`src/hdl/jqz_pkg.sv`:
```
// Shared constants and types for the quantize and zigzag block.
package jqz_pkg;

  localparam int DIV_WIDTH   = 8;
  localparam int QUEUE_DEPTH = 4;
  localparam int QPTR_W      = 2;
  localparam int QCNT_W      = 3;

  typedef enum logic [1:0] {
    ST_LOAD,
    ST_WAIT,
    ST_EMIT
  } back_state_t;

endpackage

```
`src/hdl/jqz_in_if.sv`:
```
// Input channel: one raster coefficient and its divisor per beat.
interface jqz_in_if import jqz_pkg::*; #(
  parameter int COEF_WIDTH = 16
) ();
  logic                         valid;
  logic                         ready;
  logic signed [COEF_WIDTH-1:0] coefficient;
  logic [DIV_WIDTH-1:0]         quant_divisor;

  modport source (output valid, coefficient, quant_divisor, input ready);
  modport sink   (input valid, coefficient, quant_divisor, output ready);
endinterface

```
`src/hdl/jqz_out_if.sv`:
```
// Result channel: one zigzag-ordered quotient per beat.
interface jqz_out_if #(
  parameter int COEF_WIDTH = 16
) ();
  logic                         valid;
  logic                         ready;
  logic signed [COEF_WIDTH-1:0] quantized_value;
  logic                         last_of_block;

  modport source (output valid, quantized_value, last_of_block, input ready);
  modport sink   (input valid, quantized_value, last_of_block, output ready);
endinterface

```
`src/hdl/jqz_ram.sv`:
```
// Generic single-write, single-read RAM with registered read data.
module jqz_ram #(
  parameter int WIDTH = 16,
  parameter int DEPTH = 64,
  localparam int AW   = $clog2(DEPTH)
) (
  input  logic             clk,
  input  logic             wr_en,
  input  logic [AW-1:0]    wr_addr,
  input  logic [WIDTH-1:0] wr_data,
  input  logic             rd_en,
  input  logic [AW-1:0]    rd_addr,
  output logic [WIDTH-1:0] rd_data
);

  logic [WIDTH-1:0] mem [DEPTH];

  always_ff @(posedge clk) begin
    if (wr_en) begin
      mem[wr_addr] <= wr_data;
    end
    if (rd_en) begin
      rd_data <= mem[rd_addr];
    end
  end

endmodule

```
`src/hdl/jqz_front.sv`:
```
// Front end: accepts beats, tags raster position and end of block, queues them.
module jqz_front import jqz_pkg::*; #(
  parameter int BLOCK_SIDE = 8,
  parameter int COEF_WIDTH = 16,
  localparam int AREA      = BLOCK_SIDE * BLOCK_SIDE,
  localparam int ADDR_W    = $clog2(AREA)
) (
  input  logic                         clk,
  input  logic                         rst_n,
  jqz_in_if.sink                       in_ch,
  output logic                         q_valid,
  input  logic                         q_ready,
  output logic signed [COEF_WIDTH-1:0] q_coef,
  output logic [DIV_WIDTH-1:0]         q_div,
  output logic [ADDR_W-1:0]            q_pos,
  output logic                         q_last
);

  logic [ADDR_W-1:0]            load_count_r, load_count_nxt;
  logic                         pos_last;
  logic                         push, pop;
  logic [QPTR_W-1:0]            wp_r, rp_r;
  logic [QCNT_W-1:0]            cnt_r;
  logic signed [COEF_WIDTH-1:0] qe_coef_r [QUEUE_DEPTH];
  logic [DIV_WIDTH-1:0]         qe_div_r  [QUEUE_DEPTH];
  logic [ADDR_W-1:0]            qe_pos_r  [QUEUE_DEPTH];
  logic                         qe_last_r [QUEUE_DEPTH];

  assign in_ch.ready    = (cnt_r != QCNT_W'(QUEUE_DEPTH));
  assign push           = in_ch.valid && in_ch.ready;
  assign pop            = q_valid && q_ready;
  assign pos_last       = (load_count_r == ADDR_W'(AREA - 1));
  assign load_count_nxt = pos_last ? '0 : load_count_r + ADDR_W'(1);

  always_ff @(posedge clk) begin
    if (!rst_n) begin
      load_count_r <= '0;
      wp_r         <= '0;
      rp_r         <= '0;
      cnt_r        <= '0;
    end else begin
      if (push) begin
        load_count_r <= load_count_nxt;
        wp_r         <= wp_r + QPTR_W'(1);
      end
      if (pop) begin
        rp_r <= rp_r + QPTR_W'(1);
      end
      cnt_r <= cnt_r + QCNT_W'(push) - QCNT_W'(pop);
    end
  end

  always_ff @(posedge clk) begin
    if (push) begin
      qe_coef_r[wp_r] <= in_ch.coefficient;
      qe_div_r[wp_r]  <= in_ch.quant_divisor;
      qe_pos_r[wp_r]  <= load_count_r;
      qe_last_r[wp_r] <= pos_last;
    end
  end

  assign q_valid = (cnt_r != '0);
  assign q_coef  = qe_coef_r[rp_r];
  assign q_div   = qe_div_r[rp_r];
  assign q_pos   = qe_pos_r[rp_r];
  assign q_last  = qe_last_r[rp_r];

endmodule

```
`src/hdl/jqz_div.sv`:
```
// Pipelined signed divider, one restoring quotient bit per stage, truncating toward zero.
module jqz_div import jqz_pkg::*; #(
  parameter int COEF_WIDTH = 16,
  parameter int ADDR_W     = 6
) (
  input  logic                         clk,
  input  logic                         rst_n,
  input  logic                         in_valid,
  input  logic signed [COEF_WIDTH-1:0] in_coef,
  input  logic [DIV_WIDTH-1:0]         in_div,
  input  logic [ADDR_W-1:0]            in_pos,
  input  logic                         in_last,
  output logic                         out_valid,
  output logic signed [COEF_WIDTH-1:0] out_quot,
  output logic [ADDR_W-1:0]            out_pos,
  output logic                         out_last
);

  localparam int N = COEF_WIDTH;

  logic                  s_valid_r [N+1];
  logic                  s_neg_r   [N+1];
  logic [COEF_WIDTH-1:0] s_dq_r    [N+1];
  logic [DIV_WIDTH-1:0]  s_rem_r   [N+1];
  logic [DIV_WIDTH-1:0]  s_div_r   [N+1];
  logic [ADDR_W-1:0]     s_pos_r   [N+1];
  logic                  s_last_r  [N+1];

  logic [COEF_WIDTH-1:0] coef_u;
  logic [COEF_WIDTH-1:0] mag;
  logic [DIV_WIDTH-1:0]  div_fix;

  assign coef_u  = in_coef;
  assign mag     = coef_u[COEF_WIDTH-1] ? (~coef_u + COEF_WIDTH'(1)) : coef_u;
  assign div_fix = (in_div == '0) ? DIV_WIDTH'(1) : in_div;

  always_ff @(posedge clk) begin
    if (!rst_n) begin
      s_valid_r[0] <= 1'b0;
    end else begin
      s_valid_r[0] <= in_valid;
    end
  end

  always_ff @(posedge clk) begin
    s_neg_r[0]  <= coef_u[COEF_WIDTH-1];
    s_dq_r[0]   <= mag;
    s_rem_r[0]  <= '0;
    s_div_r[0]  <= div_fix;
    s_pos_r[0]  <= in_pos;
    s_last_r[0] <= in_last;
  end

  for (genvar i = 0; i < N; i++) begin : g_stage
    logic [DIV_WIDTH:0]    trial;
    logic                  ge;
    logic [DIV_WIDTH-1:0]  rem_nxt;
    logic [COEF_WIDTH-1:0] dq_nxt;

    assign trial   = {s_rem_r[i], s_dq_r[i][COEF_WIDTH-1]};
    assign ge      = (trial >= {1'b0, s_div_r[i]});
    assign rem_nxt = ge ? DIV_WIDTH'(trial - {1'b0, s_div_r[i]}) : DIV_WIDTH'(trial);
    assign dq_nxt  = {s_dq_r[i][COEF_WIDTH-2:0], ge};

    always_ff @(posedge clk) begin
      if (!rst_n) begin
        s_valid_r[i+1] <= 1'b0;
      end else begin
        s_valid_r[i+1] <= s_valid_r[i];
      end
    end

    always_ff @(posedge clk) begin
      s_neg_r[i+1]  <= s_neg_r[i];
      s_dq_r[i+1]   <= dq_nxt;
      s_rem_r[i+1]  <= rem_nxt;
      s_div_r[i+1]  <= s_div_r[i];
      s_pos_r[i+1]  <= s_pos_r[i];
      s_last_r[i+1] <= s_last_r[i];
    end
  end

  assign out_valid = s_valid_r[N];
  assign out_quot  = s_neg_r[N] ? (~s_dq_r[N] + COEF_WIDTH'(1)) : s_dq_r[N];
  assign out_pos   = s_pos_r[N];
  assign out_last  = s_last_r[N];

endmodule

```
`src/hdl/jqz_back.sv`:
```
// Back end: divides queued beats into the block buffer, then reads it out in zigzag order.
module jqz_back import jqz_pkg::*; #(
  parameter int BLOCK_SIDE = 8,
  parameter int COEF_WIDTH = 16,
  localparam int AREA      = BLOCK_SIDE * BLOCK_SIDE,
  localparam int ADDR_W    = $clog2(AREA)
) (
  input  logic                         clk,
  input  logic                         rst_n,
  input  logic                         q_valid,
  output logic                         q_ready,
  input  logic signed [COEF_WIDTH-1:0] q_coef,
  input  logic [DIV_WIDTH-1:0]         q_div,
  input  logic [ADDR_W-1:0]            q_pos,
  input  logic                         q_last,
  jqz_out_if.source                    out_ch
);

  localparam int RC_W = $clog2(BLOCK_SIDE);
  localparam logic [RC_W-1:0] EDGE = RC_W'(BLOCK_SIDE - 1);

  function automatic logic [2*RC_W-1:0] zz_next(input logic [RC_W-1:0] r,
                                                input logic [RC_W-1:0] c);
    logic [RC_W-1:0] rn;
    logic [RC_W-1:0] cn;
    rn = r;
    cn = c;
    if (r[0] == c[0]) begin
      if (r == '0) begin
        if (c != EDGE) cn = c + RC_W'(1);
        else           rn = r + RC_W'(1);
      end else if (c == EDGE) begin
        rn = r + RC_W'(1);
      end else begin
        cn = c + RC_W'(1);
        rn = r - RC_W'(1);
      end
    end else begin
      if (c == '0) begin
        if (r != EDGE) rn = r + RC_W'(1);
        else           cn = c + RC_W'(1);
      end else if (r == EDGE) begin
        cn = c + RC_W'(1);
      end else begin
        cn = c - RC_W'(1);
        rn = r + RC_W'(1);
      end
    end
    return {rn, cn};
  endfunction

  back_state_t state_r, state_nxt;

  logic                         q_pop;
  logic                         dv_valid;
  logic signed [COEF_WIDTH-1:0] dv_quot;
  logic [ADDR_W-1:0]            dv_pos;
  logic                         dv_last;

  logic [RC_W-1:0]       row_r, col_r;
  logic [2*RC_W-1:0]     zz_nxt;
  logic [ADDR_W-1:0]     emit_cnt_r;
  logic                  emit_last;
  logic                  rd_issue;
  logic [ADDR_W-1:0]     rd_addr;
  logic [COEF_WIDTH-1:0] rd_data;
  logic                  inflight_r, inflight_last_r;

  logic [COEF_WIDTH-1:0] ob_data_r [2];
  logic                  ob_last_r [2];
  logic                  ob_wp_r, ob_rp_r;
  logic [1:0]            ob_cnt_r;
  logic [1:0]            occ;
  logic                  ob_pop;

  assign q_pop = q_valid && q_ready;

  jqz_div #(
    .COEF_WIDTH (COEF_WIDTH),
    .ADDR_W     (ADDR_W)
  ) u_div (
    .clk       (clk),
    .rst_n     (rst_n),
    .in_valid  (q_pop),
    .in_coef   (q_coef),
    .in_div    (q_div),
    .in_pos    (q_pos),
    .in_last   (q_last),
    .out_valid (dv_valid),
    .out_quot  (dv_quot),
    .out_pos   (dv_pos),
    .out_last  (dv_last)
  );

  jqz_ram #(
    .WIDTH (COEF_WIDTH),
    .DEPTH (AREA)
  ) u_buf (
    .clk     (clk),
    .wr_en   (dv_valid),
    .wr_addr (dv_pos),
    .wr_data (dv_quot),
    .rd_en   (rd_issue),
    .rd_addr (rd_addr),
    .rd_data (rd_data)
  );

  assign ob_pop    = out_ch.valid && out_ch.ready;
  assign occ       = ob_cnt_r + {1'b0, inflight_r};
  assign emit_last = (emit_cnt_r == ADDR_W'(AREA - 1));
  assign rd_addr   = ADDR_W'(row_r) * ADDR_W'(BLOCK_SIDE) + ADDR_W'(col_r);
  assign zz_nxt    = zz_next(row_r, col_r);

  always_ff @(posedge clk) begin
    if (!rst_n) begin
      state_r <= ST_LOAD;
    end else begin
      state_r <= state_nxt;
    end
  end

  always_comb begin
    state_nxt = state_r;
    q_ready   = 1'b0;
    rd_issue  = 1'b0;
    unique case (state_r)
      ST_LOAD: begin
        q_ready = 1'b1;
        if (q_valid && q_last) state_nxt = ST_WAIT;
      end
      ST_WAIT: begin
        if (dv_valid && dv_last) state_nxt = ST_EMIT;
      end
      ST_EMIT: begin
        rd_issue = (occ != 2'd2) || ob_pop;
        if (rd_issue && emit_last) state_nxt = ST_LOAD;
      end
      default: state_nxt = ST_LOAD;
    endcase
  end

  always_ff @(posedge clk) begin
    if (!rst_n) begin
      row_r           <= '0;
      col_r           <= '0;
      emit_cnt_r      <= '0;
      inflight_r      <= 1'b0;
      inflight_last_r <= 1'b0;
      ob_wp_r         <= 1'b0;
      ob_rp_r         <= 1'b0;
      ob_cnt_r        <= '0;
    end else begin
      if (state_r != ST_EMIT) begin
        row_r      <= '0;
        col_r      <= '0;
        emit_cnt_r <= '0;
      end else if (rd_issue) begin
        {row_r, col_r} <= zz_nxt;
        emit_cnt_r     <= emit_cnt_r + ADDR_W'(1);
      end
      inflight_r      <= rd_issue;
      inflight_last_r <= rd_issue && emit_last;
      if (inflight_r) ob_wp_r <= ~ob_wp_r;
      if (ob_pop)     ob_rp_r <= ~ob_rp_r;
      ob_cnt_r <= ob_cnt_r + 2'(inflight_r) - 2'(ob_pop);
    end
  end

  always_ff @(posedge clk) begin
    if (inflight_r) begin
      ob_data_r[ob_wp_r] <= rd_data;
      ob_last_r[ob_wp_r] <= inflight_last_r;
    end
  end

  assign out_ch.valid           = (ob_cnt_r != '0);
  assign out_ch.quantized_value = ob_data_r[ob_rp_r];
  assign out_ch.last_of_block   = ob_last_r[ob_rp_r];

endmodule

```
`src/hdl/jpeg_quantize_zigzag.sv`:
```
// Top level: JPEG quantization with zigzag reorder of one square block.
//
//  channel  dir  beat                              handshake
//  in_ch    in   coefficient, quant_divisor        valid/ready
//  out_ch   out  quantized_value, last_of_block    valid/ready
//
// Loading moves one beat per cycle while the back end is in ST_LOAD,
// through a 4-deep queue into a divider pipeline of COEF_WIDTH+1
// stages; after the last beat of a block drains, BLOCK_SIDE^2 reads of
// the buffer RAM go out one per cycle while the output buffer has room.
// Synchronous reset clears control only; no buffer clearing pass.
// The queue takes at most 4 beats of the next block during readout.
module jpeg_quantize_zigzag import jqz_pkg::*; #(
  parameter int BLOCK_SIDE = 8,
  parameter int COEF_WIDTH = 16
) (
  input  logic      clk,
  input  logic      rst_n,
  jqz_in_if.sink    in_ch,
  jqz_out_if.source out_ch
);

  localparam int AREA   = BLOCK_SIDE * BLOCK_SIDE;
  localparam int ADDR_W = $clog2(AREA);

  logic                         q_valid;
  logic                         q_ready;
  logic signed [COEF_WIDTH-1:0] q_coef;
  logic [DIV_WIDTH-1:0]         q_div;
  logic [ADDR_W-1:0]            q_pos;
  logic                         q_last;

  jqz_front #(
    .BLOCK_SIDE (BLOCK_SIDE),
    .COEF_WIDTH (COEF_WIDTH)
  ) u_front (
    .clk     (clk),
    .rst_n   (rst_n),
    .in_ch   (in_ch),
    .q_valid (q_valid),
    .q_ready (q_ready),
    .q_coef  (q_coef),
    .q_div   (q_div),
    .q_pos   (q_pos),
    .q_last  (q_last)
  );

  jqz_back #(
    .BLOCK_SIDE (BLOCK_SIDE),
    .COEF_WIDTH (COEF_WIDTH)
  ) u_back (
    .clk     (clk),
    .rst_n   (rst_n),
    .q_valid (q_valid),
    .q_ready (q_ready),
    .q_coef  (q_coef),
    .q_div   (q_div),
    .q_pos   (q_pos),
    .q_last  (q_last),
    .out_ch  (out_ch)
  );

endmodule

```
`src/flat_wrapper.sv`:
```
// flat-port wrapper written by rule: the top's interface ports become plain ports
module jpeg_quantize_zigzag_flat import jqz_pkg::*;
#(
  parameter int BLOCK_SIDE = 8,
  parameter int COEF_WIDTH = 16
)
  (clk, rst_n, in_ch_valid, in_ch_coefficient, in_ch_quant_divisor, in_ch_ready, out_ch_valid, out_ch_quantized_value, out_ch_last_of_block, out_ch_ready);
  jqz_in_if #(.COEF_WIDTH(COEF_WIDTH)) in_ch_i ();
  jqz_out_if #(.COEF_WIDTH(COEF_WIDTH)) out_ch_i ();
  input  logic clk;
  input  logic rst_n;
  input wire logic [$bits(in_ch_i.valid)-1:0] in_ch_valid;
  input wire logic [$bits(in_ch_i.coefficient)-1:0] in_ch_coefficient;
  input wire logic [$bits(in_ch_i.quant_divisor)-1:0] in_ch_quant_divisor;
  output wire logic [$bits(in_ch_i.ready)-1:0] in_ch_ready;
  output wire logic [$bits(out_ch_i.valid)-1:0] out_ch_valid;
  output wire logic [$bits(out_ch_i.quantized_value)-1:0] out_ch_quantized_value;
  output wire logic [$bits(out_ch_i.last_of_block)-1:0] out_ch_last_of_block;
  input wire logic [$bits(out_ch_i.ready)-1:0] out_ch_ready;
  assign in_ch_i.valid = in_ch_valid;
  assign in_ch_i.coefficient = in_ch_coefficient;
  assign in_ch_i.quant_divisor = in_ch_quant_divisor;
  assign in_ch_ready = in_ch_i.ready;
  assign out_ch_valid = out_ch_i.valid;
  assign out_ch_quantized_value = out_ch_i.quantized_value;
  assign out_ch_last_of_block = out_ch_i.last_of_block;
  assign out_ch_i.ready = out_ch_ready;
  jpeg_quantize_zigzag #(.BLOCK_SIDE(BLOCK_SIDE), .COEF_WIDTH(COEF_WIDTH)) u_core (.clk(clk), .rst_n(rst_n), .in_ch(in_ch_i), .out_ch(out_ch_i));
endmodule
```
`config.mk`:
```
export PLATFORM = sky130hd
export DESIGN_NAME = jpeg_quantize_zigzag_flat
export DESIGN_NICKNAME = d
export VERILOG_FILES = /design/src/hdl/jqz_pkg.sv /design/src/hdl/jqz_in_if.sv /design/src/hdl/jqz_out_if.sv /design/src/hdl/jqz_ram.sv /design/src/hdl/jqz_front.sv /design/src/hdl/jqz_div.sv /design/src/hdl/jqz_back.sv /design/src/hdl/jpeg_quantize_zigzag.sv /design/src/flat_wrapper.sv
export SDC_FILE = /design/constraint.sdc
export NUM_CORES = 2
export LEC_CHECK = 0
export ABC_AREA = 0
export BUFFER_PORTS_ARGS = -buffer_cell sky130_fd_sc_hd__clkbuf_2
export CAP_MARGIN = 0
export CORE_ASPECT_RATIO = 1.2
export CORE_MARGIN = 10
export CORE_UTILIZATION = 43
export DETAILED_ROUTE_END_ITERATION = 6
export HOLD_SLACK_MARGIN = 0.15
export SYNTH_ARGS = -nofsm -noshare
export SYNTH_HDL_FRONTEND = slang
export SYNTH_SLANG_ARGS = --single-unit
```
`constraint.sdc`:
```
create_clock -name clk -period 9.5 [get_ports clk]
set_clock_uncertainty 0.05 [all_clocks]
set_input_delay 1.425 -clock clk [delete_from_list [all_inputs] [get_ports clk]]
set_output_delay 1.425 -clock clk [all_outputs]
set_load 0.02 [all_outputs]
```
==> results by group <==
Place
  – Final RePlAce weighted congestion: 0.811
  – Number of cells after detailed placement: 6054
  – HPWL after DPL: 85700 microns
  – Input/output buffers: 46
  – Post-placement cell area: 0.0713 sq mm

Pwr
  – Design Power: 24.8 mW
  – Comb pwr share: 22.9%
  – Switch share: 28.7%
  – Max IR drop VDD: 421 uV
  – Clk pwr share: approximately 28%
  – Switching power: just over 7 mW
  – Int Power: 17.7 mW
  – Power Density: 321 mW/mm^2
  – Sequential Power Share: 48.6%
  – Static leakage: 26.9 nW

Global route
  – Busiest grt layer: met2
  – Vias in the first global route: 35100
  – Largest net degree at the start of global routing: 142
  – Met2 usage: 27.2%
  – First-pass GRT wire length: 213000 microns
  – Gr ovfl total: 0
  – GRT Resource Usage Total: 15.9%
  – Initial antenna violation count: 3
  – M3 GR Usage: ~3.3%
  – Met1 Usage GRT: about a fifth

Cells and area
  – Commonest non-fill, non-tap cell in the layout: edfxtp_1
  – Share of layout cells above drive strength 1: 18.6%
  – Fin cells: ~6400
  – Commonest cells after routing, fill and taps aside: 1198 x edfxtp_1, 704 x dfxtp_1, 280 x mux4_2, 206 x inv_1, 186 x clkbuf_16
  – Final #Nets: 4328
  – Footprint of the multi-input gates: 0.0168 sq mm
  – # fillers: around 13000
  – Fin util: 49.2%
  – Design area: 0.0772 sq mm
  – N_diodes: 0
  – FF+latch area: ~0.05 sq mm
  – Layout area overhead: 13.4%

Synth
  – Synthesized flop and latch total: 1907
  – Predominant post-synthesis flop cell: edfxtp_1
  – Avg Cell Area, Syn: 17.2 sq um
  – Netlist cell types: 69
  – Complex-gate fraction of the synthesized area: 5.11%
  – Mapped Area: 0.0681 sq mm
  – Mux share of post-synthesis cell area: 10.7%
  – Cells after synthesis: roughly 4000
  – Post-Syn Nets: just over 4000
  – Synth Area in Adders: 3.11%
  – EDFF count, synth: roughly 1200
  – Asr flop ratio synth: 0%
  – Main combinational cell family by area after synthesis: multiplexers
  – Xor/xnor share of the synthesized area: 1.07%
  – Sequential share of the synthesized area: 73.7%
  – Post-Synth Simple-Gate Area: 4.33%
  – Cell taking the most area after synthesis: edfxtp_1
  – Yosys warning count: 0
  – Yosys top cell area share: 52.8%
  – Synth top area cells: edfxtp_1 53%, dfxtp_1 21%, mux4_2 9.3%

Clock network
  – Clock Sinks: ~1900
  – Clock buffer count from CTS: 177
  – H-Tree Depth: 4
  – Clock root cell: clkbuf_16
  – Hold buffers post-CTS: 0
  – Clock buffer depth: 3
  – Postcts setup bufs: 0
  – Post-cts resize count: 0
  – Clock-pin transition on the worst setup and hold timing paths: 60 ps
  – Clock latency on the worst-skew pair: 800 ps
  – CTS tree: built

Routing
  – DRT iter0 DRCs: 2622
  – ANT nets after route: 0
  – Detailed-route wire length: between 100000 and 150000 microns
  – Via Count: 33900
  – Router iterations before antenna repair: 5
  – DR DRC count: 0
  – Vias per cell: 5.31
  – Wire length per cell: 22.0 microns

Worst setup path
  – Crit end category: flop
  – Worst path arrival time: 4670 ps
  – Crit-path max FO: 45
  – CP peak stage delay: 810 ps
  – CP Cell Sequence: buf_4 > buf_4 > mux4_2 > nor2_1 > o32a_1 > nor3_1 > or3_1
  – CP startpoint kind: flop
  – Critical path's slowest cell: nor3_1
  – Delay-heaviest family, CP: buffers and inverters
  – Crit path kind: flop to flop
  – WP buf/inv: 2
  – Data required, critical path: 10130 ps
  – Critical Path Most Common Cell: buf_4

Timing
  – Hold Violations, Final: 0
  – Minimum clock period: between 4000 and 5000 ps
  – RSZ-0062 raised after global routing: no
  – Fmax: 247 MHz
  – Slew HR: 20.7%
  – # setup viols final: 0
  – Slew at the pin with the worst max-slew slack: between 1000 and 1500 ps
  – Final period util: 42.6%
  – Fin Setup TNS: 0 ps
  – Max-slew violations: 0

Die
  – Core area: 0.157 sq mm
  – Chip Width: 383 microns
  – Die area: 0.175 sq mm
  – Rows: about 160
  – Die H: 456 microns
  – I/O pin count: 47
  – Starting density of the core: 43.4%

Worst hold path
  – Worst min path class: flop to flop

Run
  – Count of max-cap constraint violations: 0

Run status
  – Status: complete, no violations
logic make-up (layout without fill, tap and decap cells):
| group | count (synthesis) | after routing |
|---|---|---|
| AOI/OAI and AO/OA | 502 | 502 |
| xor gates and xnor gates | 83 | 83 |
| adders and majority gates | 160 | 160 |
| buffers and inverters | 337 | 678 |
| DFF | 1907 | 1907 |
| muxes | 362 | 362 |
| and+or+nand+nor | 596 | 596 |
metal layers:
| metal | vias up | wire length (microns) |
|---|---|---|
| met5 | - | 21 |
| met4 | 4 | 4630 |
| met3 | 232 | 8670 |
| met2 | 950 | 70900 |
| met1 | 17200 | 56100 |
| li1 | 15500 | - |
final timing paths:
path | startpoint | to | slack [ps] | cells after the start
setup / recovery | u_core.u_back.col_r[1]$_SDFFE_PP0P_ | u_core.u_back.u_buf.rd_data[4]$_DFFE_PP_ | 5450 | 7
hold / removal | u_core.u_back.u_div.s_dq_r[0][196]$_DFF_P_ | u_core.u_back.u_div.s_dq_r[0][213]$_DFF_P_ | 260 | 0
setup reg to reg | u_core.u_back.col_r[1]$_SDFFE_PP0P_ | u_core.u_back.u_buf.rd_data[4]$_DFFE_PP_ | 5450 | 7
hold reg to reg | u_core.u_back.u_div.s_dq_r[0][196]$_DFF_P_ | u_core.u_back.u_div.s_dq_r[0][213]$_DFF_P_ | 260 | 0
cells in the mapped netlist (34+ instances only):
cell	instances
nor3_1	57
a21oi_1	56
inv_1	206
xnor2_1	68
ha_1	145
a21boi_0	34
clkbuf_1	85
a22oi_1	41
nor2b_1	39
nor2_1	174
nand2_1	108
mux2_2	47
o21a_1	34
o21ai_0	95
edfxtp_1	1198
mux4_2	280
and2_1	39
nand3_1	45
dfxtp_1	709
final cells by class:
class / count / area share, %
Timing Repair Buffer: 144 / 1.28
Clock inverter: 88 / 1.15
Tap cell: 2093 / 3.39
Inverter: 207 / 1.01
Sequential cell: 1907 / 65.0
Multi-Input combinational cell: 1703 / 21.7
Clock buffer: 239 / 6.47
power groups by stage:
| stage | sequential (mW) | clock, mW | combinational, mW |
|---|---|---|---|
| 2_1_floorplan | 12.1 | 0 | 4.10 |
| 3_3_place_gp | 12.2 | 0 | 5.64 |
| 3_5_place_dp | 12.3 | 0 | 5.77 |
| 4_1_cts | 12.1 | 7.25 | 5.79 |
| 5_1_grt | 12.2 | 7.59 | 6.42 |
| 6_report | 12.1 | 7.07 | 5.69 |
stage by stage:
| step | hold WS [ps] | setup WS, ps |
|---|---|---|
| floorplan | 260 | 5130 |
| global placement | 260 | 5450 |
| detailed placement | 262 | 5430 |
| CTS | 259 | 5420 |
| global route | 256 | 5040 |
| finish | 264 | 5450 |
registers in the layout, summed over array words and instances, names as in the netlist, 3 cells and up, named ones only:
name / cells
u_core.u_back.col_r: 3
u_core.u_back.u_div.s_rem_r: 120
u_core.u_back.u_buf.rd_data: 16
u_core.u_back.u_div.s_pos_r: 102
u_core.u_back.u_div.s_last_r: 17
u_core.u_back.ob_data_r: 32
u_core.u_back.u_buf.mem: 1024
u_core.u_front.qe_coef_r: 64
u_core.u_front.qe_last_r: 4
u_core.u_back.u_div.s_div_r: 128
u_core.u_front.load_count_r: 6
u_core.u_back.u_div.s_valid_r: 17
u_core.u_front.qe_pos_r: 24
u_core.u_front.qe_div_r: 32
u_core.u_back.u_div.s_neg_r: 17
u_core.u_front.cnt_r: 3
u_core.u_back.u_div.s_dq_r: 272
u_core.u_back.emit_cnt_r: 6
u_core.u_back.row_r: 3
(Power assumes the default switching activity.)
